--- src/assert_macros.svh ---
// ----------------------------------------------------------------------------
// Assertion macros
// Concurrent assertion wrappers shared by the RTL; empty under synthesis.
// ----------------------------------------------------------------------------
`ifndef ASSERT_MACROS_SVH
`define ASSERT_MACROS_SVH
`ifndef SYNTHESIS
// The property must hold at every clock edge outside reset.
`define ASSERT_CLK(lbl, clk, rst_n, prop, msg) \
  lbl: assert property (@(posedge clk) disable iff (!rst_n) (prop)) else $error(msg);
// The expression must never be true at a clock edge outside reset.
`define ASSERT_NEVER(lbl, clk, rst_n, expr, msg) \
  lbl: assert property (@(posedge clk) disable iff (!rst_n) !(expr)) else $error(msg);
`else
`define ASSERT_CLK(lbl, clk, rst_n, prop, msg)
`define ASSERT_NEVER(lbl, clk, rst_n, expr, msg)
`endif
`endif

--- src/smr_pkg.sv ---
// ----------------------------------------------------------------------------
// Spiral matrix readout package
// Widths, types and register indexes shared by the spiral readout RTL.
// ----------------------------------------------------------------------------
package smr_pkg;

  localparam int ELEM_W    = 32;
  localparam int SIZE_W    = 4;
  localparam int COUNT_W   = 7;
  localparam int TOTAL_W   = 8;
  localparam int CFG_IDX_W = 2;

  typedef logic [ELEM_W-1:0]    elem_t;
  typedef logic [SIZE_W-1:0]    size_t;
  typedef logic [COUNT_W-1:0]   count_t;
  typedef logic [TOTAL_W-1:0]   total_t;
  typedef logic [CFG_IDX_W-1:0] cfg_idx_t;

  localparam cfg_idx_t REG_ROW_COUNT    = 2'd0;
  localparam cfg_idx_t REG_COLUMN_COUNT = 2'd1;

  localparam size_t SIZE_RESET = 4'd8;

endpackage

--- src/spiral_matrix_readout.sv ---
// ----------------------------------------------------------------------------
// Spiral matrix readout
// Loads a matrix in row-major order and reads it back in clockwise spiral order.
// ----------------------------------------------------------------------------
// Elements are taken one per cycle while the block is loading. The transfer
// that completes the matrix starts the spiral walk: a small sequencer steps
// one row/column position per issued read of the element RAM. Read data passes
// through the RAM read register and then the output register, and a new read
// is issued only when no read is pending and the output register is free or
// being taken, so reads do not overlap. No element is taken during the walk.
// After a register write the load position is recomputed by a bit-serial
// divider, and while it runs neither elements nor register writes are taken.
// The last result of each spiral carries final_flag_o. Sizes of 0 act as 1
// and sizes above the maximum act as the maximum.
module spiral_matrix_readout #(
  parameter int MAX_ROWS = 8,
  parameter int MAX_COLS = 8
) (
  input  logic                                clk_i,
  input  logic                                rst_ni,
  // Element input
  input  logic                                in_valid_i,
  output logic                                in_stall_o,
  input  logic signed [smr_pkg::ELEM_W-1:0]   element_value_i,
  // Spiral output
  output logic                                out_valid_o,
  input  logic                                out_stall_i,
  output logic signed [smr_pkg::ELEM_W-1:0]   spiral_value_o,
  output logic                                final_flag_o,
  // Register writes
  input  logic                                cfg_valid_i,
  output logic                                cfg_ready_o,
  input  logic [smr_pkg::CFG_IDX_W-1:0]       cfg_index_i,
  input  logic [smr_pkg::SIZE_W-1:0]          cfg_data_i
);

  `include "assert_macros.svh"

  localparam int Depth = MAX_ROWS * MAX_COLS;
  localparam int AddrW = (Depth > 1) ? $clog2(Depth) : 1;
  localparam int DivCntW = $clog2(smr_pkg::COUNT_W);
  localparam logic [DivCntW-1:0] DivLast = DivCntW'(smr_pkg::COUNT_W - 1);

  localparam logic [1:0] StIdle = 2'd0;
  localparam logic [1:0] StPrep = 2'd1;
  localparam logic [1:0] StDiv  = 2'd2;
  localparam logic [1:0] StWalk = 2'd3;

  localparam logic [1:0] DirRight = 2'd0;
  localparam logic [1:0] DirDown  = 2'd1;
  localparam logic [1:0] DirLeft  = 2'd2;
  localparam logic [1:0] DirUp    = 2'd3;

  logic [1:0]       state_q, state_d;
  smr_pkg::size_t   row_count_q, column_count_q;
  smr_pkg::size_t   rows_eff, cols_eff;
  smr_pkg::total_t  total, last_pos, pos, pos_inc;
  smr_pkg::count_t  load_count_q, load_count_d, count_next;
  smr_pkg::size_t   load_row_q, load_row_d, load_col_q, load_col_d;
  logic             in_accept, cfg_accept, out_accept, completes;

  logic [DivCntW-1:0]           div_cnt_q;
  logic [smr_pkg::COUNT_W-1:0]  div_dvd_q, div_dvd_next;
  smr_pkg::size_t               div_rem_q, div_rem_next;
  logic [smr_pkg::SIZE_W:0]     rem_sh, rem_sub;
  logic                         rem_ge;

  smr_pkg::size_t   walk_row_q, walk_row_d, walk_col_q, walk_col_d;
  smr_pkg::size_t   top_q, top_d, bot_q, bot_d, left_q, left_d, right_q, right_d;
  logic [1:0]       dir_q, dir_d;
  smr_pkg::total_t  issue_cnt_q;
  logic             issue, issue_final;

  logic             rd_pending_q, rd_final_q;
  logic             out_valid_q;
  smr_pkg::elem_t   out_value_q;
  logic             out_final_q;
  smr_pkg::elem_t   rdata;
  logic [AddrW-1:0] load_addr, walk_addr;

  // Effective sizes, saturated into 1..MAX.
  always_comb begin
    if (row_count_q == '0) begin
      rows_eff = smr_pkg::size_t'(1);
    end else if (int'(row_count_q) > MAX_ROWS) begin
      rows_eff = smr_pkg::size_t'(MAX_ROWS);
    end else begin
      rows_eff = row_count_q;
    end
    if (column_count_q == '0) begin
      cols_eff = smr_pkg::size_t'(1);
    end else if (int'(column_count_q) > MAX_COLS) begin
      cols_eff = smr_pkg::size_t'(MAX_COLS);
    end else begin
      cols_eff = column_count_q;
    end
  end

  assign total    = smr_pkg::total_t'(rows_eff) * smr_pkg::total_t'(cols_eff);
  assign last_pos = total - smr_pkg::total_t'(1);
  // A count left beyond a shrunken matrix lands on its last element.
  assign pos = ({1'b0, load_count_q} > last_pos) ? last_pos : {1'b0, load_count_q};
  assign pos_inc    = pos + smr_pkg::total_t'(1);
  assign count_next = pos_inc[smr_pkg::COUNT_W-1:0];
  assign completes  = (pos == last_pos);

  assign in_stall_o  = (state_q != StIdle);
  assign cfg_ready_o = (state_q == StIdle) && !in_valid_i;
  assign in_accept   = in_valid_i && !in_stall_o;
  assign cfg_accept  = cfg_valid_i && cfg_ready_o;
  assign out_accept  = out_valid_q && !out_stall_i;

  assign issue = (state_q == StWalk) && !rd_pending_q && (!out_valid_q || !out_stall_i);
  assign issue_final = (issue_cnt_q == last_pos);

  assign load_addr = AddrW'(int'(load_row_q) * MAX_COLS + int'(load_col_q));
  assign walk_addr = AddrW'(int'(walk_row_q) * MAX_COLS + int'(walk_col_q));

  // One restoring division step: load row = count / columns, load column = count % columns.
  assign rem_sh       = {div_rem_q, div_dvd_q[smr_pkg::COUNT_W-1]};
  assign rem_sub      = rem_sh - {1'b0, cols_eff};
  assign rem_ge       = (rem_sh >= {1'b0, cols_eff});
  assign div_rem_next = rem_ge ? rem_sub[smr_pkg::SIZE_W-1:0] : rem_sh[smr_pkg::SIZE_W-1:0];
  assign div_dvd_next = {div_dvd_q[smr_pkg::COUNT_W-2:0], rem_ge};

  // Load pointer and sequencer.
  always_comb begin
    state_d      = state_q;
    load_count_d = load_count_q;
    load_row_d   = load_row_q;
    load_col_d   = load_col_q;
    case (state_q)
      StIdle: begin
        if (in_accept) begin
          if (completes) begin
            load_count_d = '0;
            load_row_d   = '0;
            load_col_d   = '0;
            state_d      = StWalk;
          end else begin
            load_count_d = count_next;
            if (count_next == '0) begin
              load_row_d = '0;
              load_col_d = '0;
            end else if (load_col_q == cols_eff - smr_pkg::size_t'(1)) begin
              load_col_d = '0;
              load_row_d = load_row_q + smr_pkg::size_t'(1);
            end else begin
              load_col_d = load_col_q + smr_pkg::size_t'(1);
            end
          end
        end else if (cfg_accept) begin
          state_d = StPrep;
        end
      end
      StPrep: begin
        state_d = StDiv;
      end
      StDiv: begin
        if (div_cnt_q == DivLast) begin
          load_row_d = div_dvd_next[smr_pkg::SIZE_W-1:0];
          load_col_d = div_rem_next;
          state_d    = StIdle;
        end
      end
      StWalk: begin
        if (issue && issue_final) begin
          state_d = StIdle;
        end
      end
      default: begin
        state_d = StIdle;
      end
    endcase
  end

  // Next spiral position: follow the ring and turn at its corners.
  always_comb begin
    walk_row_d = walk_row_q;
    walk_col_d = walk_col_q;
    top_d      = top_q;
    bot_d      = bot_q;
    left_d     = left_q;
    right_d    = right_q;
    dir_d      = dir_q;
    case (dir_q)
      DirRight: begin
        if (walk_col_q != right_q) begin
          walk_col_d = walk_col_q + smr_pkg::size_t'(1);
        end else begin
          top_d      = top_q + smr_pkg::size_t'(1);
          walk_row_d = walk_row_q + smr_pkg::size_t'(1);
          dir_d      = DirDown;
        end
      end
      DirDown: begin
        if (walk_row_q != bot_q) begin
          walk_row_d = walk_row_q + smr_pkg::size_t'(1);
        end else begin
          right_d    = right_q - smr_pkg::size_t'(1);
          walk_col_d = walk_col_q - smr_pkg::size_t'(1);
          dir_d      = DirLeft;
        end
      end
      DirLeft: begin
        if (walk_col_q != left_q) begin
          walk_col_d = walk_col_q - smr_pkg::size_t'(1);
        end else begin
          bot_d      = bot_q - smr_pkg::size_t'(1);
          walk_row_d = walk_row_q - smr_pkg::size_t'(1);
          dir_d      = DirUp;
        end
      end
      DirUp: begin
        if (walk_row_q != top_q) begin
          walk_row_d = walk_row_q - smr_pkg::size_t'(1);
        end else begin
          left_d     = left_q + smr_pkg::size_t'(1);
          walk_col_d = walk_col_q + smr_pkg::size_t'(1);
          dir_d      = DirRight;
        end
      end
      default: begin
        dir_d = DirRight;
      end
    endcase
  end

  always_ff @(posedge clk_i or negedge rst_ni) begin
    if (!rst_ni) begin
      state_q        <= StIdle;
      row_count_q    <= smr_pkg::SIZE_RESET;
      column_count_q <= smr_pkg::SIZE_RESET;
      load_count_q   <= '0;
      load_row_q     <= '0;
      load_col_q     <= '0;
      issue_cnt_q    <= '0;
      rd_pending_q   <= 1'b0;
      out_valid_q    <= 1'b0;
    end else begin
      state_q      <= state_d;
      load_count_q <= load_count_d;
      load_row_q   <= load_row_d;
      load_col_q   <= load_col_d;
      if (cfg_accept) begin
        case (cfg_index_i)
          smr_pkg::REG_ROW_COUNT:    row_count_q    <= cfg_data_i;
          smr_pkg::REG_COLUMN_COUNT: column_count_q <= cfg_data_i;
          default: begin
          end
        endcase
      end
      if (in_accept && completes) begin
        issue_cnt_q <= '0;
      end else if (issue) begin
        issue_cnt_q <= issue_cnt_q + smr_pkg::total_t'(1);
      end
      rd_pending_q <= issue;
      if (rd_pending_q) begin
        out_valid_q <= 1'b1;
      end else if (out_accept) begin
        out_valid_q <= 1'b0;
      end
    end
  end

  always_ff @(posedge clk_i) begin
    if (state_q == StPrep) begin
      div_cnt_q <= '0;
      div_rem_q <= '0;
      div_dvd_q <= pos[smr_pkg::COUNT_W-1:0];
    end else if (state_q == StDiv) begin
      div_cnt_q <= div_cnt_q + DivCntW'(1);
      div_rem_q <= div_rem_next;
      div_dvd_q <= div_dvd_next;
    end
    if (in_accept && completes) begin
      walk_row_q <= '0;
      walk_col_q <= '0;
      top_q      <= '0;
      left_q     <= '0;
      bot_q      <= rows_eff - smr_pkg::size_t'(1);
      right_q    <= cols_eff - smr_pkg::size_t'(1);
      dir_q      <= DirRight;
    end else if (issue) begin
      walk_row_q <= walk_row_d;
      walk_col_q <= walk_col_d;
      top_q      <= top_d;
      bot_q      <= bot_d;
      left_q     <= left_d;
      right_q    <= right_d;
      dir_q      <= dir_d;
    end
    if (issue) begin
      rd_final_q <= issue_final;
    end
    if (rd_pending_q) begin
      out_value_q <= rdata;
      out_final_q <= rd_final_q;
    end
  end

  smr_ram #(
    .Width(smr_pkg::ELEM_W),
    .Depth(Depth)
  ) u_store (
    .clk_i  (clk_i),
    .we_i   (in_accept),
    .waddr_i(load_addr),
    .wdata_i(smr_pkg::elem_t'(element_value_i)),
    .re_i   (issue),
    .raddr_i(walk_addr),
    .rdata_o(rdata)
  );

  assign out_valid_o    = out_valid_q;
  assign spiral_value_o = signed'(out_value_q);
  assign final_flag_o   = out_final_q;

  `ASSERT_NEVER(a_read_overrun, clk_i, rst_ni, rd_pending_q && out_valid_q && out_stall_i, "read data arrived while the output register was still full")
  `ASSERT_CLK(a_walk_in_bounds, clk_i, rst_ni, (state_q == StWalk) |-> ((walk_row_q < rows_eff) && (walk_col_q < cols_eff)), "spiral position outside the matrix")
  `ASSERT_CLK(a_walk_count, clk_i, rst_ni, (state_q == StWalk) |-> (issue_cnt_q < total), "spiral walk issued more reads than elements")
  `ASSERT_CLK(a_load_in_bounds, clk_i, rst_ni, (state_q == StIdle) |-> ((load_row_q < rows_eff) && (load_col_q < cols_eff)), "load position outside the matrix")

endmodule

--- src/smr_ram.sv ---
// ----------------------------------------------------------------------------
// Generic RAM
// One write port and one read port with registered read data.
// ----------------------------------------------------------------------------
module smr_ram #(
  parameter int Width = 32,
  parameter int Depth = 64
) (
  input  logic                                  clk_i,
  input  logic                                  we_i,
  input  logic [((Depth > 1) ? $clog2(Depth) : 1)-1:0] waddr_i,
  input  logic [Width-1:0]                      wdata_i,
  input  logic                                  re_i,
  input  logic [((Depth > 1) ? $clog2(Depth) : 1)-1:0] raddr_i,
  output logic [Width-1:0]                      rdata_o
);

  logic [Width-1:0] mem_q [Depth];
  logic [Width-1:0] rdata_q;

  always_ff @(posedge clk_i) begin
    if (we_i) begin
      mem_q[waddr_i] <= wdata_i;
    end
    if (re_i) begin
      rdata_q <= mem_q[raddr_i];
    end
  end

  assign rdata_o = rdata_q;

endmodule

--- config.mk ---
export PLATFORM = sky130hd
export DESIGN_NAME = spiral_matrix_readout
export DESIGN_NICKNAME = d
export VERILOG_FILES = /design/src/smr_pkg.sv /design/src/spiral_matrix_readout.sv /design/src/smr_ram.sv
export VERILOG_INCLUDE_DIRS = /design/src /design/src/src
export SDC_FILE = /design/constraint.sdc
export NUM_CORES = 2
export LEC_CHECK = 0
export BUFFER_PORTS_ARGS = -buffer_cell sky130_fd_sc_hd__clkbuf_2
export CAP_MARGIN = 20
export CORE_ASPECT_RATIO = 0.9
export CORE_MARGIN = 2
export CORE_UTILIZATION = 30
export DETAILED_ROUTE_END_ITERATION = 7
export GPL_TIMING_DRIVEN = 0
export SYNTH_ARGS = -nofsm -noshare
export SYNTH_HDL_FRONTEND = slang
export SYNTH_SLANG_ARGS = --single-unit
export TNS_END_PERCENT = 50
--- constraint.sdc ---
create_clock -name clk_i -period 12.4 [get_ports clk_i]
set_input_delay 0.62 -clock clk_i [delete_from_list [all_inputs] [get_ports clk_i]]
set_output_delay 0.62 -clock clk_i [all_outputs]
set_load 0.05 [all_outputs]
==> impl_metrics.prom <==
# TYPE chip_impl_metric gauge
chip_impl_metric{name="fmaxAchievable",unit="MHz"} 128.6
chip_impl_metric{name="synth_top_cell_area_share",unit="%"} 75.01
chip_impl_metric{name="clk_latency",unit="ps"} 880
chip_impl_metric{name="design_power_total",unit="mW"} 23.15
chip_impl_metric{name="worst-r2r-cell-count",unit=""} 29
chip_impl_info{name="critical_path.reg2reg.endpoint",value="load_row_q[0]"} 1
chip_impl_metric{name="reg2reg_setup_slack",unit="ps"} 4620
chip_impl_metric{name="utilization",unit="%"} 35.51
chip_impl_metric{name="setup_viol_count_final",unit=""} 0
chip_impl_metric{name="synth.yosys.seq_area_share",unit="%"} 76.59
chip_impl_info{name="synth_top_flop_cell",value="sky130_fd_sc_hd__edfxtp_1"} 1
chip_impl_metric{name="drtAntennaViolNets",unit=""} 0
chip_impl_metric{name="syn_nets",unit=""} 3785
chip_impl_metric{name="seqPwrFrac",unit="%"} 37.5
chip_impl_metric{name="cts.sinks",unit=""} 2188
chip_impl_info{name="timing.hold.worst_endpoint",value="u_store.mem_q[3][6]"} 1
chip_impl_metric{name="globalRouteOverflowTotal",unit=""} 0
chip_impl_info{name="critPathLaunchType",value="flip-flop"} 1
chip_impl_info{name="synth_common_cells",value="sky130_fd_sc_hd__edfxtp_1, sky130_fd_sc_hd__mux4_2, sky130_fd_sc_hd__nor2_1"} 1
chip_impl_metric{name="post-dp-hpwl",unit="µm"} 148600
chip_impl_metric{name="cpPeakStageDelay",unit="ps"} 530
chip_impl_metric{name="cts_htree_levels",unit=""} 4
chip_impl_metric{name="synth.cell_area",unit="µm²"} 85230
chip_impl_metric{name="track_usage",unit="%"} 14.94
chip_impl_info{name="hp-class",value="input pin to flip-flop"} 1
chip_impl_metric{name="grt_max_degree",unit=""} 65
chip_impl_metric{name="design.die.area",unit="µm²"} 288400
chip_impl_metric{name="final_critical_path_setup_slack",unit="ps"} 4623
chip_impl_metric{name="syn-instance-count",unit=""} 3681
chip_impl_metric{name="cts_made_buffers",unit=""} 210
chip_impl_metric{name="first_pass_grt_wire_length",unit="µm"} 309100
chip_impl_info{name="timing.critical_path.to_type",value="flip-flop"} 1
chip_impl_metric{name="drt_iter0_drc",unit=""} 5433
chip_impl_metric{name="layout-drive-gt1-share",unit="%"} 30.22
chip_impl_metric{name="finalCritPeriodShare",unit="%"} 62.72
chip_impl_metric{name="detail_route.wl_per_cell",unit="µm"} 27.39
chip_impl_metric{name="slew_viols_final",unit=""} 0
chip_impl_info{name="synthDominantAreaCellType",value="sky130_fd_sc_hd__edfxtp_1"} 1
chip_impl_metric{name="ys_ff_latch",unit=""} 2188
chip_impl_metric{name="placement_row_count",unit=""} 185
chip_impl_metric{name="initial_core_util",unit="%"} 30.18
chip_impl_info{name="critical-path-top-cell-by-count",value="sky130_fd_sc_hd__inv_1"} 1
chip_impl_metric{name="fin_tns_setup",unit="ps"} 0
chip_impl_metric{name="ys.warnings.count",unit=""} 0
chip_impl_metric{name="combPwrFrac",unit="%"} 35.4
chip_impl_metric{name="clk_pin_slew",unit="ps"} 70
chip_impl_metric{name="count_of_different_cell_masters_after_synthesis",unit=""} 73
chip_impl_metric{name="pre_cts_slack",unit="ps"} 4784
chip_impl_info{name="yosysMostFrequentCell",value="sky130_fd_sc_hd__edfxtp_1"} 1
chip_impl_info{name="tritoncts",value="done"} 1
chip_impl_metric{name="first_global_vias",unit=""} 40220
chip_impl_metric{name="route.vias.total",unit=""} 40750
chip_impl_metric{name="clock_tree_buffer_depth",unit=""} 4
chip_impl_metric{name="grt_antenna_before_repair",unit=""} 10
chip_impl_metric{name="holdPathStages",unit=""} 1
chip_impl_metric{name="total_leakage_power",unit="nW"} 30.65
chip_impl_metric{name="total_power_per_unit_cell_area",unit="nW/µm²"} 230.8
chip_impl_info{name="grt_setup_unrepaired",value="false"} 1
chip_impl_metric{name="vias_per_cell",unit=""} 5.081
chip_impl_metric{name="synth_enable_flop_cells",unit=""} 2129
chip_impl_metric{name="critPathRequiredTime",unit="ps"} 13050
chip_impl_metric{name="crit_path_max_fanout",unit=""} 10
chip_impl_metric{name="finalWirelength",unit="µm"} 219700
chip_impl_metric{name="critical_path.n_buffers_inverters",unit=""} 9
chip_impl_metric{name="power.ir.vdd_worst",unit="V"} 0.0002203
chip_impl_metric{name="asyncSetResetFlopFracSynth",unit="%"} 1.554
chip_impl_metric{name="placeableCoreArea",unit="µm²"} 282400
chip_impl_info{name="root_buffer",value="sky130_fd_sc_hd__clkbuf_16"} 1
chip_impl_info{name="crit-reg2reg-launch",value="column_count_q[3]"} 1
chip_impl_metric{name="tightestPinTransition",unit="ps"} 1171
chip_impl_info{name="run_status",value="finished, final reports clean"} 1
chip_impl_metric{name="postSynthAreaPerCell",unit="µm²"} 23.16
chip_impl_metric{name="switchingPower",unit="mW"} 7.661
chip_impl_info{name="synth_area_leaders",value="sky130_fd_sc_hd__edfxtp_1, sky130_fd_sc_hd__mux4_2, sky130_fd_sc_hd__dfrtp_1"} 1
chip_impl_metric{name="cts_resized",unit=""} 0
chip_impl_metric{name="grt_util_met3",unit="%"} 2.256
chip_impl_info{name="critical_path_class",value="flip-flop to flip-flop"} 1
chip_impl_metric{name="design.portCount",unit=""} 79
chip_impl_metric{name="finalWeightedCongestion",unit=""} 0.8081
chip_impl_metric{name="worstPathArrival",unit="ps"} 8430
chip_impl_metric{name="netSwitchingFraction",unit="%"} 33.10
chip_impl_metric{name="layout-area-overhead-vs-synth",unit="%"} 17.64
chip_impl_metric{name="timing.max_cap.violations",unit=""} 0
chip_impl_metric{name="die_y",unit="µm"} 509.7
chip_impl_metric{name="grtUsageMet2",unit="%"} 23.44
chip_impl_metric{name="postLayoutCellArea",unit="µm²"} 100300
chip_impl_info{name="grt.busiest_layer",value="met2"} 1
chip_impl_metric{name="final_hold_viol_count",unit=""} 0
chip_impl_metric{name="drc",unit=""} 0
chip_impl_metric{name="chipWidth",unit="µm"} 565.9
chip_impl_metric{name="internal-power",unit="mW"} 15.49
chip_impl_metric{name="met1_usage",unit="%"} 21.79
chip_impl_info{name="min-delay-start",value="element_value_i[6]"} 1
chip_impl_info{name="path_delay_family",value="compound AO/OA/AOI/OAI gates"} 1
chip_impl_info{name="worst_path_max_delay_cell",value="sky130_fd_sc_hd__nor2b_1"} 1
chip_impl_metric{name="nets",unit=""} 4222
chip_impl_metric{name="buffer_ports.inserted",unit=""} 78
chip_impl_metric{name="drt_pre_antenna_iters",unit=""} 6
chip_impl_metric{name="dpl_cell_area",unit="µm²"} 92970
chip_impl_metric{name="final.setup_skew",unit="ps"} 116.6
chip_impl_metric{name="slew_headroom",unit="%"} 21.94
chip_impl_metric{name="clock_power_share",unit="%"} 27.0
chip_impl_metric{name="final_period_minus_worst_setup_slack",unit="ps"} 7777
==> metrics by stage <==
stage | cells | hold WS (ps)
2_1_floorplan | 3681 | 324.4
3_3_place_gp | 7499 | 407.6
3_5_place_dp | 7603 | 404.5
4_1_cts | 7973 | 41.96
5_1_grt | 8015 | 58.71
6_report | 8019 | 72.42
==> power groups by stage <==
stage	logic, mW	registers (mW)	clock network (mW)
final	8.20	8.68	6.26
after global routing	8.71	8.71	6.63
after CTS	8.17	8.70	6.35
after detailed placement	8.13	8.85	0
after global placement	7.78	8.88	0
after floorplan	5.08	8.86	0
==> worst max-delay path by stage <==
| stage | end | from | cells after the start | slack, ps |
|---|---|---|---|---|
| finish | load_row_q[0] | column_count_q[3] | 29 | 4620 |
| global route | load_row_q[0] | column_count_q[3] | 30 | 4060 |
| CTS | load_row_q[0] | column_count_q[3] | 28 | 4710 |
| floorplan | load_row_q[0] | column_count_q[3] | 31 | 6040 |
| detailed placement | load_row_q[0] | column_count_q[3] | 30 | 4780 |
| global placement | load_row_q[0] | column_count_q[3] | 29 | 4760 |
==> metal layers <==
metal  part of all wire (%)  vias up  wire (µm)
li1                       -    16510          -
met1                     44    22260      96370
met2                     47     1686     102300
met3                    7.2      282      15710
met4                    2.4        4       5238
met5                  0.010        -         23
==> cell usage in the layout (no fill, tap or decap), types with 36 or more instances in the layout <==
master                      count
sky130_fd_sc_hd__buf_12        79
sky130_fd_sc_hd__clkbuf_16    212
sky130_fd_sc_hd__clkbuf_1     169
sky130_fd_sc_hd__clkinv_1      40
sky130_fd_sc_hd__nand2_1       73
sky130_fd_sc_hd__buf_1         42
sky130_fd_sc_hd__ha_1          53
sky130_fd_sc_hd__xnor2_1       36
sky130_fd_sc_hd__a21oi_1       37
sky130_fd_sc_hd__edfxtp_1    2129
sky130_fd_sc_hd__mux4_2       667
sky130_fd_sc_hd__nor2_1        74
sky130_fd_sc_hd__nor2_4        64
sky130_fd_sc_hd__buf_8         38
sky130_fd_sc_hd__clkbuf_2      84
sky130_fd_sc_hd__inv_1         51
==> layout make-up <==
| cell class | count | area (µm²) |
|---|---|---|
| Clock buffer | 264 | 5500 |
| Buffer | 179 | 715.7 |
| Antenna cell | 4 | 10.01 |
| Sequential cell | 2188 | 65290 |
| Inverter | 53 | 201.4 |
| Fill cell | 25760 | 182100 |
| Tap cell | 3740 | 4679 |
| Timing Repair Buffer | 225 | 3302 |
| Multi-Input combinational cell | 1261 | 19540 |
| Clock inverter | 105 | 1028 |
==> state kept, by name, indices dropped and copies added (netlist names), 7 cells and up <==
register	flops
load_count_q	7
u_store.mem_q	2048
u_store.rdata_o	32
div_dvd_q	7
spiral_value_o	32
issue_cnt_q	8
==> repair_timing <==
action,4_1_cts,5_1_grt
hold endpoints to repair,26,0
setup buffers,0,0
hold buffers,1,0
==> logic make-up (layout without fill, tap and decap cells) <==
logic type | Yosys count | in the layout | synth area share [%]
flops | 2188 | 2188 | 76.59
mux | 700 | 700 | 18.04
simple gates | 298 | 298 | 1.565
buf+inv | 232 | 826 | 1.061
compound gates | 133 | 133 | 1.035
xor+xnor | 69 | 69 | 0.7413
fa+ha+maj | 61 | 61 | 0.9659
other cells | 0 | 4 | 0
Power figures use the tool's default switching activity.
